**config.mk**
```make
export PLATFORM = sky130hd
export DESIGN_NAME = sfga_front
export DESIGN_NICKNAME = d
export VERILOG_FILES = /design/src/sfga_pkg.sv /design/src/sfga_front.sv
export VERILOG_INCLUDE_DIRS = /design/src /design/src/src
export SDC_FILE = /design/constraint.sdc
export NUM_CORES = 1
export LEC_CHECK = 0
export CAP_MARGIN = 30
export CELL_PAD_IN_SITES_DETAIL_PLACEMENT = 0
export CELL_PAD_IN_SITES_GLOBAL_PLACEMENT = 1
export CORE_ASPECT_RATIO = 1.25
export CORE_UTILIZATION = 25
export CTS_CLUSTER_SIZE = 24
export DETAILED_ROUTE_END_ITERATION = 8
export DONT_BUFFER_PORTS = 1
export GPL_TIMING_DRIVEN = 0
export HOLD_SLACK_MARGIN = 0.02
export MAX_ROUTING_LAYER = met4
export PLACE_DENSITY_LB_ADDON = 0.1
export REMOVE_ABC_BUFFERS = 1
export SLEW_MARGIN = 20
export SYNTH_ARGS = -nofsm -noshare
export SYNTH_HDL_FRONTEND = slang
export SYNTH_SLANG_ARGS = --single-unit
```
**constraint.sdc**
```tcl
create_clock -name clk -period 2.1 [get_ports clk]
set_clock_uncertainty 0.05 [all_clocks]
set_input_delay 0.315 -clock clk [delete_from_list [all_inputs] [get_ports clk]]
set_output_delay 0.315 -clock clk [all_outputs]
set_load 0.01 [all_outputs]
```
**src/sparse_factor_gradient_accumulate_assert.svh**
```systemverilog
// Assertion macros shared by the sparse factor gradient accumulator modules.
`ifndef SPARSE_FACTOR_GRADIENT_ACCUMULATE_ASSERT_SVH
`define SPARSE_FACTOR_GRADIENT_ACCUMULATE_ASSERT_SVH

// same-cycle implication, clocked on clk, off during reset
`define SFGA_ASSERT(label, ante, cons, msg) \
	label: assert property (@(posedge clk) disable iff (!arst_n) (ante) |-> (cons)) \
		else $error(msg);

// next-cycle implication
`define SFGA_ASSERT_NEXT(label, ante, cons, msg) \
	label: assert property (@(posedge clk) disable iff (!arst_n) (ante) |=> (cons)) \
		else $error(msg);

`endif

```
**src/sfga_pkg.sv**
```systemverilog
// Package: types, codes and arithmetic helpers of the sparse factor gradient accumulator.
`default_nettype none
package sfga_pkg;

	localparam int MAX_RANK_DEF     = 16;
	localparam int ENTITY_COUNT_DEF = 1024;
	localparam int QUEUE_DEPTH      = 4;
	localparam int QPTR_W           = $clog2(QUEUE_DEPTH);
	localparam int DATA_W           = 32;
	localparam int GRAD_W           = DATA_W + 1;

	localparam logic [1:0] REQ_LOAD = 2'd0;
	localparam logic [1:0] REQ_OBS  = 2'd1;
	localparam logic [1:0] REQ_READ = 2'd2;

	localparam logic [2:0] TBL_OWN     = 3'd0;
	localparam logic [2:0] TBL_OTHER   = 3'd1;
	localparam logic [2:0] TBL_COV     = 3'd2;
	localparam logic [2:0] TBL_GRAD    = 3'd3;
	localparam logic [2:0] TBL_ROW_OFF = 3'd4;
	localparam logic [2:0] TBL_COL_OFF = 3'd5;

	localparam logic [1:0] REG_STEP_SCALE  = 2'd0;
	localparam logic [1:0] REG_ENTITY_MODE = 2'd1;
	localparam logic [1:0] REG_RANK_IN_USE = 2'd2;

	localparam logic [30:0] STEP_SCALE_RESET = 31'd65536;
	localparam logic [4:0]  RANK_RESET       = 5'd16;

	typedef struct packed {
		logic [1:0]         req_type;
		logic [2:0]         table_select;
		logic [9:0]         row_index;
		logic [9:0]         col_index;
		logic [3:0]         lane;
		logic signed [31:0] data_value;
	} in_t;

	typedef struct packed {
		logic signed [31:0] read_data;
		logic               saturated;
	} out_t;

	typedef enum logic [1:0] {
		K_LOAD  = 2'd0,
		K_OBS   = 2'd1,
		K_READ  = 2'd2,
		K_READZ = 2'd3
	} cmd_kind_t;

	typedef struct packed {
		cmd_kind_t          kind;
		logic [2:0]         sel;
		logic [9:0]         row;
		logic [9:0]         col;
		logic [3:0]         lane;
		logic signed [31:0] data;
	} cmd_t;

	typedef struct packed {
		logic valid;
		cmd_t cmd;
	} qhead_t;

	typedef struct packed {
		logic [30:0] step;
		logic        mode;
		logic [4:0]  rank;
	} cfg_t;

	typedef struct packed {
		logic               flag;
		logic signed [31:0] v;
	} sat_t;

	function automatic logic signed [47:0] round_q(input logic signed [63:0] p);
		logic signed [63:0] y;
		y = p + 64'sd32768;
		return 48'(y >>> 16);
	endfunction

	function automatic sat_t sat32(input logic signed [63:0] x);
		sat_t r;
		if (x > 64'sd2147483647) begin
			r.flag = 1'b1;
			r.v    = 32'sh7fffffff;
		end else if (x < -64'sd2147483648) begin
			r.flag = 1'b1;
			r.v    = 32'sh80000000;
		end else begin
			r.flag = 1'b0;
			r.v    = 32'(x);
		end
		return r;
	endfunction

endpackage
`default_nettype wire

```
**src/sfga_front.sv**
```systemverilog
// Front end: accepts input transactions, classifies them and queues commands.
`default_nettype none
`include "sparse_factor_gradient_accumulate_assert.svh"
module sfga_front import sfga_pkg::*; #(
	parameter int MAX_RANK     = MAX_RANK_DEF,
	parameter int ENTITY_COUNT = ENTITY_COUNT_DEF
) (
	input  wire logic clk,
	input  wire logic arst_n,
	input  wire logic in_valid,
	output logic      in_stall,
	input  wire in_t  in_item,
	output qhead_t    head,
	input  wire logic pop
);

	cmd_t                q_mem_q [QUEUE_DEPTH];
	logic [QPTR_W-1:0]   wr_ptr_q, rd_ptr_q;
	logic [QPTR_W:0]     cnt_q;
	logic                keep, push;
	logic                row_ok, col_ok, lane_ok;
	cmd_t                cmd;

	always_comb begin
		row_ok   = 32'(in_item.row_index) < ENTITY_COUNT;
		col_ok   = 32'(in_item.col_index) < ENTITY_COUNT;
		lane_ok  = 32'(in_item.lane) < MAX_RANK;
		cmd.sel  = in_item.table_select;
		cmd.row  = in_item.row_index;
		cmd.col  = in_item.col_index;
		cmd.lane = in_item.lane;
		cmd.data = in_item.data_value;
		cmd.kind = K_LOAD;
		keep     = 1'b0;
		unique case (in_item.req_type)
			REQ_LOAD: begin
				keep = row_ok && (in_item.table_select == TBL_ROW_OFF ||
					in_item.table_select == TBL_COL_OFF ||
					(lane_ok && in_item.table_select <= TBL_GRAD));
			end
			REQ_OBS: begin
				cmd.kind = K_OBS;
				keep     = row_ok && col_ok;
			end
			REQ_READ: begin
				cmd.kind = (row_ok && lane_ok) ? K_READ : K_READZ;
				keep     = 1'b1;
			end
			default: begin
				keep = 1'b0;
			end
		endcase
	end

	assign in_stall   = cnt_q == (QPTR_W+1)'(QUEUE_DEPTH);
	assign push       = in_valid && !in_stall && keep;
	assign head.valid = cnt_q != '0;
	assign head.cmd   = q_mem_q[rd_ptr_q];

	always_ff @(posedge clk or negedge arst_n) begin
		if (!arst_n) begin
			wr_ptr_q <= '0;
			rd_ptr_q <= '0;
			cnt_q    <= '0;
		end else begin
			if (push) begin
				wr_ptr_q <= wr_ptr_q + 1'b1;
			end
			if (pop) begin
				rd_ptr_q <= rd_ptr_q + 1'b1;
			end
			if (push && !pop) begin
				cnt_q <= cnt_q + 1'b1;
			end else if (pop && !push) begin
				cnt_q <= cnt_q - 1'b1;
			end
		end
	end

	always_ff @(posedge clk) begin
		if (push) begin
			q_mem_q[wr_ptr_q] <= cmd;
		end
	end

	`SFGA_ASSERT(a_cnt_bound, 1'b1, cnt_q <= (QPTR_W+1)'(QUEUE_DEPTH), "queue count overflow")
	`SFGA_ASSERT(a_pop_nonempty, pop, cnt_q != '0, "pop from empty queue")
	`SFGA_ASSERT_NEXT(a_cnt_inc, push && !pop, cnt_q == $past(cnt_q) + 1'b1, "count lost a push")

endmodule
`default_nettype wire

```
# Word-level counts from Yosys, hierarchy flattened
# Memory sizes are Yosys's and may differ from the RTL's.
# Index checks and enable logic that the tools add are counted.
[classes] add_sub_neg=4 mul=0 div=0 magnitude_cmp=1 eq_ne=5 n_shift=0 n_mux=6 bitwise_logic=0 reduce_logical=13
[op_table] operator="$eq 3x3->1 const B" count=3
[op_table] operator="$mux 3" count=2
[op_table] operator="$add 2x1->2 const B" count=2
[op_table] operator="$logic_and 1x1->1" count=4
[op_table] operator="$pmux 2 s2" count=1
[op_table] operator="$add 3x1->3 const B" count=1
[op_table] operator="$le 3x2->1 const B" count=1
[op_table] operator="$logic_not 1->1" count=3
[op_table] operator="$reduce_bool 3->1" count=1
[op_table] operator="$sub 3x1->3 const B" count=1
[op_table] operator="$eq 2x1->1 const B" count=1
[op_table] operator="$eq 2x2->1 const B" count=1
[op_table] operator="$logic_not 2->1" count=1
[op_table] operator="$logic_or 1x1->1" count=2
[op_table] operator="$mux 1" count=2
[op_table] operator="$pmux 1 s2" count=1
[op_table] operator="$reduce_bool 2->1" count=1
[op_table] operator="$reduce_or 2->1" count=1
[word_totals] register_bits=7 latchBits=0 mem_bits_rw=244 romBits=0 in_bits=65 out_inout_bits=63 word_cells=33 memories=1
[mem_list] memory="q_mem_q" words=4 width=61 read_ports=1 rd_clocked_by_memory_dff=0 wr=1 line="sfga_front.sv:17" rtl="cmd_t q_mem_q [QUEUE_DEPTH];"

# Longest topological paths before layout
# Gate-level depths: netlist (run 1).
[logic_depth] depth_word=9 depth_mapped=10 depth_no_buf=10

# Least setup slack after synthesis (run 1)
# OpenSTA, ideal clock, no wires.
[synth_path] path_kind="input port to flip-flop" start="input port in_item[59] (netlist bit)" end="memory q_mem_q[0][0] (netlist bit) (enable)" setup_time_ps=392 arrival_ps=2113 required_ps=1658 setup_slack_ps=-455 cell_stages=5 path_buffers=0 cell_sequence="inv_1 -> ha_1 -> a21bo_1 -> a2111oi_4 -> and2_2"
[synth_via] elab_chain_len=6 elab_cells_between_ends=8 cone_classes="eq/ne: 2; mux: 3; reduce/logical: 3"
[synth_lines] item="start: declaration" line="sfga_front.sv:12" rtl="input wire in_t in_item,"
[synth_lines] item="$eq 2x2->1 or $eq 2x1->1 (tied branches)" line="sfga_front.sv:35" rtl="unique case (in_item.req_type)"
[synth_lines] item="$reduce_or 2->1 (no line)"
[synth_lines] item="$pmux 1 s2 (*)" line="sfga_front.sv:35"
[synth_lines] item="$logic_and 1x1->1 (*)" line="sfga_front.sv:56" rtl="assign push = in_valid && !in_stall && keep;"
[synth_lines] item="net push" line="sfga_front.sv:20" rtl="logic keep, push;"
[synth_lines] item="$mux 1 (*)" line="sfga_front.sv:81" rtl="if (push) begin"
[synth_lines] item="$mux 1 (not written as such) (*)" line="sfga_front.sv:82" rtl="q_mem_q[wr_ptr_q] <= cmd;"
[synth_lines] item="end: declaration" line="sfga_front.sv:17"
# Mark *: on every way through the listed nets, which the timed path passes. The rest lies on a longest branch.

==> flow_metrics.tcl, run 1 <==
set metrics [dict create \
    die_y_um 217.3 \
    p_comb_frac 0.293 \
    wire_per_inst_um 21.83 \
    synth_cells 362 \
    core.rowCount 78 \
    drv_cap 0 \
    worst-slew-pin-transition_ps 370.4 \
    yosys.area.top_type_share 0.7903 \
    fmax_ghz 0.4322 \
    core_um2 36400 \
    cts-root-buf "clkbuf_16" \
    yosysWarnings 0 \
    die_area_um2 37860 \
    p_per_area_nw_per_um2 1291 \
    grt_max_degree 34 \
    syn_area_um2 9271 \
    fin_crit_sh 1.102 \
    drtPass1Iterations 4 \
    worstSkewPairLatency_ps 540 \
    violations "negative setup slack" \
    seqPwrFrac 0.406 \
    num_vias 4127 \
    ys_seq_area_frac 0.8092 \
    port_buffers 0 \
    area_delta_synth_final_pct 29.45 \
    tns_ps -10680 \
    hold_slack_ps 51.89 \
    leakagePower_nw 3.878 \
    drtIter0Drc 176 \
    p_sw_frac 0.2867 \
    cp.arrival_ps 1950 \
    grt-busiest-layer "met2" \
    syn_area_per_cell_um2 25.61 \
    fin_crit_ps 2314 \
    drt_wl_total_um 21290 \
    remaining_drc_errors 0 \
    grt_util_met3 0.02411 \
    antenna_found_initial 0 \
    cp_max_fo 7 \
    clock_sinks 251 \
    cp-start-kind "flip-flop" \
    cts_buffer_depth 3 \
    cts_tree "built" \
    gp_congestion 0.6264 \
    holdPathStages 1 \
    fin_nets 551 \
    grt-ovfl-total 0 \
    numCtsBuffers 28 \
    synth.area.top_cells "edfxtp_1 79%, mux4_2 15%, dfrtp_1 1.9%, ha_1 1.2%, buf_2 0.38%" \
    pin_count 128 \
    critPathKind "reg2out" \
    drive_above_1_share 0.3172 \
    status "complete, but fails checks" \
    maxSlewHeadroom 0.7522 \
    ir_drop_v 0.0005624 \
    worstHoldPathType "in2reg" \
    ys_ff_latch 251 \
    gr-usage-met1 0.1276 \
    yosys.area.top_type "edfxtp_1" \
    synthDistinctLibCells 21 \
    start_util 0.2547 \
    die_x_um 174.2 \
    grt_pass1_vias 4718 \
    setup_slack_ps -213.6 \
    setup_violations 61 \
    cp.required_ps 1740 \
    antenna_left 0 \
    grt.total_usage 0.1166 \
    via_per_inst 4.233 \
    p_int_w 0.01105 \
    path_clk_slew_ps 60 \
    slew_violations 0 \
    p_sw_w 0.004442 \
    htreeDepth 1 \
    cp-end-kind "output port" \
    final_design_area_no_fill_um2 12000 \
    placed_cell_area_um2 10000 \
    clkPwrFrac 0.300 \
    hpwl_um 10640 \
    reg2reg_depth 8 \
    met2_usage 0.2092 \
    hold_viol_final 0 \
    rsz0062_at_grt "yes" \
    diodes 0 \
    grt_pass1_wl_um 30970 \
]
state kept, by name (all words and copies together) (netlist names):
name and cells:
cnt_q 3, wr_ptr_q 2, q_mem_q 244, rd_ptr_q 2
synthesized netlist by cell type:
cell type  instances
edfxtp_1         244
mux4_2            61
ha_1               9
inv_1              8
buf_2              7
dfrtp_1            7
clkbuf_1           5
and2_2             4
xnor2_1            3
xor2_1             3
a2111oi_4          1
a21bo_1            1
buf_1              1
buf_4              1
fa_1               1
mux2_2             1
mux2_4             1
nand2_1            1
nor2_1             1
nor3b_1            1
or3_1              1
repair_timing:
item / in CTS / in global routing
gates cloned: 8 / 2
gates resized for setup: 10 / 7
setup buffers: 18 / 2
pin swaps: 8 / 3
hold endpoints to repair: 245 / 0
endpoints found under the setup margin: 307 / 122
hold buffers: 61 / 0
critical path: stages (launching register included):
cell and delay (ps):
dfrtp_4 490, buf_6 170, clkbuf_16 170, mux4_2 560
cells in the final DEF, fill, tap and decap left out, types with 4 or more instances in the layout:
cell           netlist  final
clkbuf_16            0     31
dlygate4sd3_1        0     61
clkinv_1             0      4
and2_4               0      8
clkinv_2             0     11
buf_12               0     12
mux4_2              61     61
inv_1                8      7
edfxtp_1           244    244
buf_16               0     10
buf_4                1      7
ha_1                 9      8
cells by family (layout without fill, tap and decap cells):
group / count (synthesis) / count (layout) / share of synthesized area
AO/OA/AOI/OAI: 2 / 2 / 0.004049
XOR/XNOR: 6 / 6 / 0.005669
adder cells (fa/ha/maj): 10 / 10 / 0.01431
buffers and inverters: 22 / 151 / 0.01026
flip-flops: 251 / 251 / 0.8092
multiplexers: 63 / 63 / 0.1510
AND/OR/NAND/NOR: 8 / 12 / 0.005533
routing by layer:
metal  part of all wire  vias up
met2               0.55       92
met1               0.39     2236
met5                  0        -
met4              0.019        0
li1                   -     1771
met3              0.047       28
final timing paths:
path	start	to	slack (ps)
max in group asynchronous	arst_n	rd_ptr_q[1]$_DFFE_PN0P_	1630
max reg2reg	cnt_q[2]$_DFFE_PN0P_	cnt_q[2]$_DFFE_PN0P_	30
min	in_item[59]	q_mem_q[2][59]$_DFFE_PP_	50
min in group asynchronous	arst_n	rd_ptr_q[0]$_DFFE_PN0P_	70
max	rd_ptr_q[0]$_DFFE_PN0P_	head[60]	-210
min reg2reg	cnt_q[2]$_DFFE_PN0P_	cnt_q[2]$_DFFE_PN0P_	500
final cells by class:
type	instances	area [um2]
clock buffer	30	729.5
clock inverter	19	147.6
fill	3472	24400
inverter	8	30.03
multi-input combinational	93	1730
sequential	251	7512
tap	480	600.6
timing repair buffer	94	1251
power by group through the flow:
| stage | Sequential, W | Clock [W] | Combinational [W] |
|---|---|---|---|
| CTS | 0.00630 | 0.00485 | 0.00461 |
| finish | 0.00630 | 0.00465 | 0.00454 |
| detailed placement | 0.00657 | 0 | 0.00341 |
| floorplan | 0.00669 | 0 | 0.00209 |
| global placement | 0.00681 | 0 | 0.00213 |
| global route | 0.00634 | 0.00503 | 0.00488 |
through the flow:
stage / worst slack [ps] / util / std cells / total power [W]
global route: -277.7 / 0.3297 / 975 / 0.01625
finish: -213.6 / 0.3297 / 975 / 0.01549
detailed placement: -689.2 / 0.2748 / 835 / 0.009980
floorplan: -1441 / - / 348 / 0.008778
CTS: -279.1 / 0.3276 / 971 / 0.01575
global placement: -2939 / 0.2694 / 828 / 0.008936
Power figures use the tool's default switching activity.
==> run 2: changes to the inputs <==
Settings changed: CORE_MARGIN set to 4.
==> run 2 against run 1 <==
The flow still finishes with violations (negative setup slack). Wire length is 0.43% lower. Final cell count fell by 0.21%. Largest cell class unchanged. Highest routed layer unchanged. Clock power grew 9.7%. First-iteration DRC count grew 36%. Total power increased by 2.0%. Critical path depth up 1. Sequential share of layout area shrank 0.17 points.
==> flow_metrics.tcl, run 2 (synthesized netlist as in run 1, its figures left out) <==
set metrics [dict create \
    status "complete, but fails checks" \
    violations "negative setup slack" \
    die_area_um2 40250 \
    fin_cells 973 \
    gp_congestion 0.6400 \
    cp_cell_sequence "buf_4 -> buf_12 -> buf_16 -> mux4_2" \
    hold_viol_final 0 \
    remaining_drc_errors 0 \
    critPathKind "reg2out" \
    fin_nets 548 \
    port_buffers 0 \
    drt_wl_total_um 21200 \
    hold_start "in_item[60]" \
    worstReg2RegEnd "cnt_q[2]$_DFFE_PN0P_" \
    antenna_left 0 \
    slew_violations 0 \
    rsz0062_at_grt "yes" \
    cp-start-kind "flip-flop" \
    largest_register_ffs 244 \
    htreeDepth 1 \
    area_delta_synth_final_pct 29.80 \
    setup_slack_ps -193.8 \
    pin_count 128 \
    layout_common_cells "244 x edfxtp_1, 61 x mux4_2, 61 x dlygate4sd3_1, 29 x clkbuf_16, 10 x buf_16" \
    r2r_start "cnt_q[2]$_DFFE_PN0P_" \
    start_util 0.2540 \
    die_x_um 180.2 \
    regMostFlops "q_mem_q" \
    cts_tree "built" \
    cp.required_ps 1740 \
    cts-root-buf "clkbuf_16" \
    num_vias 4087 \
    r2r_slack_ps 20 \
    hpwl_um 11350 \
    drive_above_1_share 0.3103 \
    holdPathStages 1 \
    placed_cell_area_um2 10000 \
    fillers 3518 \
    reg_top3 "q_mem_q x244, cnt_q x3" \
    leakagePower_nw 3.872 \
    wire_per_inst_um 21.79 \
    drv_cap 0 \
    multi_input_area_um2 1730 \
    ir_drop_v 0.0006079 \
    crit_slowest_cell "dfrtp_4" \
    drtPass1Iterations 4 \
    diodes 0 \
    die_y_um 223.3 \
    grt_pass1_wl_um 31280 \
    via_per_inst 4.200 \
    final_design_area_no_fill_um2 12030 \
    worstHoldPathType "in2reg" \
    core.rowCount 78 \
    fin_crit_ps 2294 \
    cp_max_fo 7 \
    cpPeakStageDelay_ps 490 \
    reg2reg_depth 8 \
    fin_crit_sh 1.092 \
    drtIter0Drc 239 \
    antenna_found_initial 0 \
    worstSkewPairLatency_ps 530 \
    grt-ovfl-total 0 \
    numCtsBuffers 27 \
    worst-slew-pin-transition_ps 382.0 \
    grt.total_usage 0.1070 \
    maxSlewHeadroom 0.7453 \
    final_common_cell "edfxtp_1" \
    core_um2 36500 \
    cp-end-kind "output port" \
    path_clk_slew_ps 60 \
    grt_max_degree 36 \
    grt_pass1_vias 4738 \
    p_per_area_nw_per_um2 1313 \
    fmax_ghz 0.4360 \
    cp.arrival_ps 1930 \
    total_power_w 0.01580 \
    area.sequential_um2 7512 \
    clock_sinks 251 \
    cts_buffer_depth 3 \
    startpoint "rd_ptr_q[0]$_DFFE_PN0P_" \
    hold_end "q_mem_q[3][60]$_DFFE_PP_" \
    placed_cells 835 \
    setup_violations 61 \
]
## run 2: cell types whose count changed in the layout (fill, tap and decap cells not counted), moves of 2 or more
| cell | before | now |
|---|---|---|
| clkinv_2 | 11 | 4 |
| bufinv_16 | 2 | 7 |
| buf_12 | 12 | 8 |
| clkinvlp_4 | 0 | 3 |
| buf_8 | 0 | 2 |
| clkbuf_16 | 31 | 29 |
## run 2: area by class of cell
cell class	instances	share of cell area
clock buffer	29	0.05677
clock inverter	20	0.02329
inverter	8	0.002495
multi-input combinational	93	0.1438
sequential	251	0.6242
tap	480	0.04991
timing repair buffer	92	0.09950
## run 2: per-layer routing
metal | GRT usage | part of all wire | vias to the layer above
li1 | - | - | 1766
met1 | 0.1243 | 0.41 | 2191
met2 | 0.1862 | 0.52 | 99
met3 | 0.02234 | 0.045 | 31
met4 | 0.03490 | 0.024 | 0
met5 | - | 0 | -
## run 2: how the worst max path moves through the flow
stage	slack, ps	end
after CTS	-250	head[35]
after floorplan	-1440	head[0]
final	-190	head[56]
after detailed placement	-720	q_mem_q[0][7]$_DFFE_PP_
after global placement	-3000	head[0]
after global routing	-250	head[56]
## run 2: through the flow
stage | worst slack [ps] | utilization | setup TNS, ps | hold slack (ps)
6_report | -193.8 | 0.3297 | -9260 | 43.70
5_1_grt | -250.4 | 0.3297 | -13400 | 21.79
3_5_place_dp | -719.8 | 0.2741 | -139720 | -30.37
3_3_place_gp | -3000 | 0.2687 | -551700 | -30.29
2_1_floorplan | -1441 | - | -201120 | -30.59
4_1_cts | -247.3 | 0.3274 | -11240 | 20.31
## run 2: worst max-delay path, delay by kind of cell, from the launching register on
family | cells | cell delay [ps]
buf+inv | 3 | 430
flops | 1 | 490
mux | 1 | 480
## run 2: report_power, final
group / internal, W / leakage [nW] / switching [W] / total, W
Combinational: 0.00215 / 1.12 / 0.00229 / 0.00444
Sequential: 0.00609 / 2.29 / 0.000173 / 0.00626
Clock: 0.00320 / 0.462 / 0.00190 / 0.00510
## run 2: repair_timing
action	CTS	global route
gates resized for setup	12	9
pin swaps	6	0
setup endpoints to repair	307	119
hold endpoints to repair	246	0
setup buffers	17	2
hold buffers	61	0
gates cloned	7	2
